<file path="config.mk">
export PLATFORM = sky130hd
export DESIGN_NAME = stip_bsearch
export DESIGN_NICKNAME = d
export VERILOG_FILES = /design/src/rtl/core/stip_pkg.sv /design/src/rtl/core/stip_bsearch.sv
export SDC_FILE = /design/constraint.sdc
export NUM_CORES = 1
export LEC_CHECK = 0
export BUFFER_PORTS_ARGS = -buffer_cell sky130_fd_sc_hd__buf_2
export CAP_MARGIN = 20
export CORE_MARGIN = 8
export CORE_UTILIZATION = 27
export DETAILED_ROUTE_END_ITERATION = 7
export GPL_TIMING_DRIVEN = 0
export MAX_ROUTING_LAYER = met4
export PLACE_DENSITY = 0.47
export REMOVE_ABC_BUFFERS = 1
export SETUP_SLACK_MARGIN = 0.02
export SKIP_CTS_REPAIR_TIMING = 1
export SLEW_MARGIN = 10
export SYNTH_ARGS = -nofsm -noshare
export SYNTH_HDL_FRONTEND = slang
export SYNTH_SLANG_ARGS = --single-unit
</file>
<file path="constraint.sdc">
create_clock -name clk_i -period 3.7 [get_ports clk_i]
set_input_delay 0 -clock clk_i [delete_from_list [all_inputs] [get_ports clk_i]]
set_output_delay 0 -clock clk_i [all_outputs]
set_load 0.1 [all_outputs]
</file>
<file path="src/rtl/core/stip_pkg.sv">
// Shared types and constants for the sorted table insert-position block.
package stip_pkg;

  // Width of one table entry and of a search target.
  localparam int unsigned ValW = 32;

  // Width of the position field of a result word.
  localparam int unsigned PosW = 11;

  // Command codes carried by an input word.
  typedef enum logic [1:0] {
    CMD_CLEAR  = 2'd0,
    CMD_APPEND = 2'd1,
    CMD_SEARCH = 2'd2
  } cmd_e;

  // Status codes carried by a result word.
  localparam logic STATUS_OK   = 1'b0;
  localparam logic STATUS_FULL = 1'b1;

  // Search sequencer states.
  typedef enum logic [2:0] {
    SRCH_IDLE  = 3'b001,
    SRCH_PROBE = 3'b010,
    SRCH_CMP   = 3'b100
  } srch_state_e;

  // Request from the command front end to the search sequencer.
  typedef struct packed {
    logic                   start;
    logic signed [ValW-1:0] target;
  } srch_req_t;

  // Status from the search sequencer back to the front end.
  typedef struct packed {
    logic busy;
    logic done;
  } srch_rsp_t;

endpackage

</file>
<file path="src/rtl/core/stip_bsearch.sv">
// Lower-bound search sequencer sharing one signed comparator over all probes.
module stip_bsearch #(
  parameter int unsigned DEPTH = 1024
) (
  input  logic                              clk_i,
  input  logic                              rst_ni,
  input  stip_pkg::srch_req_t               req_i,
  input  logic [$clog2(DEPTH+1)-1:0]        count_i,
  output stip_pkg::srch_rsp_t               rsp_o,
  output logic [$clog2(DEPTH+1)-1:0]        pos_o,
  output logic                              rd_en_o,
  output logic [$clog2(DEPTH)-1:0]          rd_addr_o,
  input  logic signed [stip_pkg::ValW-1:0]  rd_data_i
);

  localparam int unsigned CntW  = $clog2(DEPTH + 1);
  localparam int unsigned AddrW = $clog2(DEPTH);

  stip_pkg::srch_state_e state_q, state_d;
  logic [CntW-1:0] first_q, first_d;
  logic [CntW-1:0] last_q, last_d;
  logic [CntW-1:0] mid_q, mid_d;
  logic signed [stip_pkg::ValW-1:0] target_q, target_d;
  logic [CntW-1:0] mid;
  logic done;

  // Midpoint of the half-open window; never reaches the count, so it fits an address.
  assign mid = first_q + ((last_q - first_q) >> 1);

  // Sequencer: a probe issues the read, the next cycle compares and narrows.
  always_comb begin
    state_d  = state_q;
    first_d  = first_q;
    last_d   = last_q;
    mid_d    = mid_q;
    target_d = target_q;
    rd_en_o  = 1'b0;
    done     = 1'b0;
    unique case (state_q)
      stip_pkg::SRCH_IDLE: begin
        if (req_i.start) begin
          first_d  = '0;
          last_d   = count_i;
          target_d = req_i.target;
          state_d  = stip_pkg::SRCH_PROBE;
        end
      end
      stip_pkg::SRCH_PROBE: begin
        if (first_q == last_q) begin
          done    = 1'b1;
          state_d = stip_pkg::SRCH_IDLE;
        end else begin
          rd_en_o = 1'b1;
          mid_d   = mid;
          state_d = stip_pkg::SRCH_CMP;
        end
      end
      stip_pkg::SRCH_CMP: begin
        if (target_q > rd_data_i) begin
          first_d = mid_q + CntW'(1);
        end else begin
          last_d = mid_q;
        end
        state_d = stip_pkg::SRCH_PROBE;
      end
      default: begin
        state_d = stip_pkg::SRCH_IDLE;
      end
    endcase
  end

  always_ff @(posedge clk_i or negedge rst_ni) begin
    if (!rst_ni) begin
      state_q <= stip_pkg::SRCH_IDLE;
    end else begin
      state_q <= state_d;
    end
  end

  always_ff @(posedge clk_i) begin
    first_q  <= first_d;
    last_q   <= last_d;
    mid_q    <= mid_d;
    target_q <= target_d;
  end

  assign rd_addr_o  = mid[AddrW-1:0];
  assign pos_o      = first_q;
  assign rsp_o.busy = (state_q != stip_pkg::SRCH_IDLE);
  assign rsp_o.done = done;

endmodule

</file>
# ---- Yosys cells after proc, flatten, opt, wreduce, memory -nomap -nowiden
# Index checks and enable logic that the tools add are counted.
# Widths: inputs -> output; s select.
dict set report totals {
  register_bits 68
  output_inout_bits 24
  elab_cells 36
  input_bits 78
}
dict set report classes {
  n_lt_le_gt_ge 1
  add_sub_neg 3
  mux 13
  n_eq_ne 8
  reduce_logical 5
  bitwise 1
}
# op n
set op_table {}
lappend op_table {{$mux 11} 4}
lappend op_table {{$pmux 11 s2} 2}
lappend op_table {{$gt 32x32->1} 1}
lappend op_table {{$add 11x1->11 const B} 1}
lappend op_table {{$add 11x10->11} 1}
lappend op_table {{$eq 11x11->1} 1}
lappend op_table {{$sub 11x11->11} 1}
lappend op_table {{$pmux 3 s3} 1}
lappend op_table {{$mux 3} 2}
lappend op_table {{$ne 2x2->1 const B} 3}
lappend op_table {{$reduce_and 3->1} 2}
lappend op_table {{$mux 1} 4}
lappend op_table {{$reduce_and 2->1} 2}
lappend op_table {{$eq 3x1->1 const B} 1}
lappend op_table {{$eq 3x2->1 const B} 1}
lappend op_table {{$eq 3x3->1 const B} 1}
lappend op_table {{$ne 3x1->1 const B} 1}
lappend op_table {{$reduce_bool 2->1} 1}
lappend op_table {{$not 1->1} 1}

# ---- Longest topological paths before layout
dict set report depth {
  depth_word 3
  ltp_mapped 16
  mapped_depth_nobuf 16
}

# ---- Worst setup path before layout
# OpenSTA, ideal clock, no wires.
dict set report synth_timing {
  path_kind {reg2reg}
  startpoint {reg state_q[0]}
  endpoint {reg last_q[0], enable pin}
  path_stages_with_launch 6
  n_path_buf 0
  arrival_ps 3803
  setup_ps 378
  slack_ps -481
  required_ps 3322
  period_less_slack_ps 4181
  path_cell_list {dfstp_2 or3b_1 nor2_1 inv_1 a32o_1 nor2_1}
}
dict set report synth_via {
  elab_chain_cells 3
  elab_cells_between_ends 6
  classes_between {eq/ne (4); reduce/logical (2)}
}
# item line_no
set synth_lines {}
lappend synth_lines {{from (decl)} stip_bsearch.sv:19} ;# stip_pkg::srch_state_e state_q, state_d;
lappend synth_lines {{from (signal assigned)} stip_bsearch.sv:74} ;# state_q <= stip_pkg::SRCH_IDLE;
lappend synth_lines {{from (signal assigned)} stip_bsearch.sv:76} ;# state_q <= state_d;
lappend synth_lines {{$eq 3x3->1 / $eq 3x1->1 (equally long branches)} stip_bsearch.sv:39} ;# unique case (state_q)
lappend synth_lines {{$ne 2x2->1 (no source line) / $reduce_bool 2->1 (equally long branches)} -}
lappend synth_lines {{$reduce_and 3->1 (no source line) *} -}
lappend synth_lines {{to (signal assigned)} stip_bsearch.sv:82} ;# last_q <= last_d;
lappend synth_lines {{to (decl)} stip_bsearch.sv:21} ;# logic [CntW-1:0] last_q, last_d;
# Mark *: on every way between the ends. The rest lies on a longest branch, timed or not.
# A chain may end at the register's enable or synchronous reset.

# ---- Worst setup path after layout
dict set report layout_timing {
  startpoint {reg last_q[0]}
  endpoint {out rd_addr_o[9]}
}
dict set report layout_via {
  elab_chain_cells 2
}
# item line_no
set layout_lines {}
lappend layout_lines {{$sub 11x11->11} stip_bsearch.sv:28} ;# assign mid = first_q + ((last_q - first_q) >> 1);
lappend layout_lines {{$add 11x10->11} stip_bsearch.sv:28}
lappend layout_lines {{to (decl)} stip_bsearch.sv:12} ;# output logic [$clog2(DEPTH)-1:0] rd_addr_o,
# Every way passes these cells.

==> impl_metrics.json <==
{
  "avgRoutedWirePerCell_um": 14.2,
  "die_area_sq_mm": 0.0197,
  "relSlewSlack": 0.468,
  "rr_endpoint": "mid_q[10]$_DFFE_PP_",
  "fin_nets": 656,
  "cts_max_level": 3,
  "grt_pass1_vias": 3255,
  "clock_path_buffers": 2,
  "rsz0062_at_grt": "false",
  "netlist_top_cells_area": "edfxtp_1, ha_1, inv_1, xnor2_1, a21oi_1",
  "grt_usage": 0.107,
  "path_cells": "inv_1 > ha_1 > inv_1 > fa_1 > a21o_1 > a21oi_2 > o21ai_1 > a21oi_1 > xnor2_1 > ha_1 > inv_1 > o41ai_2 > a21oi_2 > xnor2_2 > buf_8",
  "hold_class": "input port to asynchronous set/reset pin",
  "design_area_sq_mm": 0.00568,
  "slew_violations": 0,
  "fillers": 1508,
  "yosys.area.top_type": "edfxtp_1",
  "crit_cells": 15,
  "tightest_slew_ns": 0.797,
  "route.vias.total": 3127,
  "ff2ff_path_depth": 12,
  "insertion_delay_ns": 0.34,
  "crit_end": "rd_addr_o[9]",
  "start_util": 0.275,
  "end_kind": "primary output",
  "worstSetupPathType": "flop to primary output",
  "status": "finished, final reports clean",
  "drt_iter0_drc": 93,
  "gp_congestion": 0.752,
  "fin_crit_sh": 0.951,
  "io_pins": 102,
  "clock_sinks": 68,
  "vias_per_cell": 4.37,
  "synth_top_area_frac": 0.466,
  "synth-edff-count": 65,
  "seq_area_frac_synth": 0.484,
  "worstPathArrival_ns": 3.52,
  "path_common_cell": "inv_1",
  "ys_types": 45,
  "grt_overflow": 0,
  "die_x_um": 141,
  "async_reset_ff_frac": 0.0441,
  "port_buffers": 101,
  "fmax_mhz": 284,
  "core_area_sq_mm": 0.0152,
  "syn2layout_area_growth_pct": 35.7,
  "dp.final_hpwl_mm": 7.96,
  "cpMaxStageDelayCell": "fa_1",
  "netlist_area_sq_mm": 0.00419,
  "max_stage_delay_ns": 0.41,
  "path_max_fanout": 3,
  "crit_family": "compound AO/OA/AOI/OAI gates",
  "crit_required_ns": 3.70,
  "wl_mm": 10.1,
  "path_clk_slew_ns": 0.05,
  "critPathBufInv": 4,
  "row_count": 45,
  "drive_gt1_frac": 0.271,
  "reg2reg_slack_ns": 0.43,
  "ys_ff_latch": 68,
  "crit_start": "last_q[0]$_DFFE_PP_",
  "die_y_um": 141,
  "setup_violations": 0,
  "yosysWarnings": 0,
  "ys.flop_type": "edfxtp_1",
  "first_pass_iters": 4,
  "hold_viol_final": 0,
  "antenna_found_initial": 1,
  "grt_max_degree": 26,
  "grt_pass1_wl_mm": 15.9,
  "period_minus_slack_ns": 3.52,
  "maxCapViolCount": 0,
  "r2r_start": "pos_o[0]$_SDFFCE_PN0P_",
  "synth_area_per_cell_sq_um": 11.2,
  "cts_made_buffers": 9,
  "postRouteAntennaNets": 0,
  "start_kind": "flop",
  "cts_tree": "yes",
  "synthCells": 375,
  "drc": 0,
  "dpl_cell_area_sq_mm": 0.00488,
  "worst_clock_skew_ns": 0.00978,
  "clockRootBuffer": "clkbuf_16"
}
[stage by stage]
step,setup slack [ns],cells,setup TNS [ns],hold WS (ns),util
final,0.182,716,0,0.0136,0.374
after global routing,0.000235,716,0,0.0111,0.374
after CTS,-0.374,668,-0.461,-0.558,0.338
after detailed placement,-0.000909,652,-0.000909,-0.202,0.321
after global placement,-1.33,651,-21.67,-0.204,0.318
after floorplan,-1.65,362,-23.41,-0.296,-
[registers in the layout, summed over array words and instances (netlist names)]
name and count:
state_q 3, last_q 11, mid_q 11, pos_o 11, target_q 32
[kinds of logic (layout without fill, tap and decap cells)]
logic type	after synthesis	count (layout)	synth area share
fa+ha+maj	56	56	0.171
flops	68	68	0.484
compound gates	57	57	0.0861
simple gates	90	90	0.105
xor+xnor	27	27	0.0565
mux	10	10	0.0269
other cells	0	1	0
buf+inv	67	219	0.0702
[layer usage]
layer	vias up	share of wire	GRT usage	routed length, um
met4	0	0.013	0.0356	131
met1	1416	0.47	0.129	4810
met3	8	0.050	0.0364	512
met5	-	0	-	0
met2	77	0.46	0.166	4690
li1	1626	-	-	-
[cell type report]
type,count,area [sq um],share of cell area
flip-flops and latches,68,2030,0.357
multi-input cells,240,1930,0.340
repair buffers,149,1020,0.179
well taps,188,235,0.0414
clock buffers,11,233,0.0410
inverters,54,204,0.0359
clock inverters,5,28.8,0.00507
diodes,1,2.50,0.000441
[placed cells by master, fill, tap and decap left out, drive strengths merged, types with 5 or more instances in the layout]
cell type / instances
buf: 105
edfxtp: 65
ha: 54
inv: 53
dlygate4sd3: 43
nor2: 28
a21oi: 28
nand2: 19
xnor2: 17
clkbuf: 12
nand3: 10
xor2: 10
mux2: 10
nand4: 10
nor3: 8
o21ai: 8
a21o: 6
clkinv: 6
and3: 5
[worst register-to-register path, stage by stage (launching register included)]
cell	delay (ns)
edfxtp_1	0.39
ha_1	0.21
inv_1	0.08
fa_1	0.42
ha_1	0.22
fa_1	0.41
a21o_1	0.18
a21oi_1	0.32
o211ai_1	0.20
and3_1	0.22
o21a_1	0.17
nor2_1	0.13
xnor2_1	0.08
[worst min path at each step]
stage                start                     end  slack [ns]  depth (start not counted)
finish              rst_ni  state_q[2]$_DFFE_PN0P_        0.01                          2
detailed placement  rst_ni  state_q[1]$_DFFE_PN0P_       -0.20                          1
CTS                 rst_ni  state_q[2]$_DFFE_PN0P_       -0.56                          1
floorplan           rst_ni  state_q[1]$_DFFE_PN0P_       -0.30                          0
global placement    rst_ni  state_q[1]$_DFFE_PN0P_       -0.20                          1
global route        rst_ni  state_q[2]$_DFFE_PN0P_        0.01                          2
[cell usage after synthesis (2+ instances only)]
master    instances
a21o_1            6
a21oi_1          27
a311oi_1          2
and3_1            5
buf_4            11
clkbuf_1          2
dfrtp_1           2
edfxtp_1         65
fa_1              2
ha_1             54
inv_1            52
mux2_1           10
nand2_1          19
nand3_1          10
nand4_1           9
nor2_1           28
nor3_1            8
nor4_1            3
o21ai_0           4
o21ai_1           4
o21bai_1          2
or3_1             2
xnor2_1          17
xor2_1           10
Power is left out: the tool's default activity adds up to more than one toggle a clock period on the data nets, which glitch-free logic cannot reach.
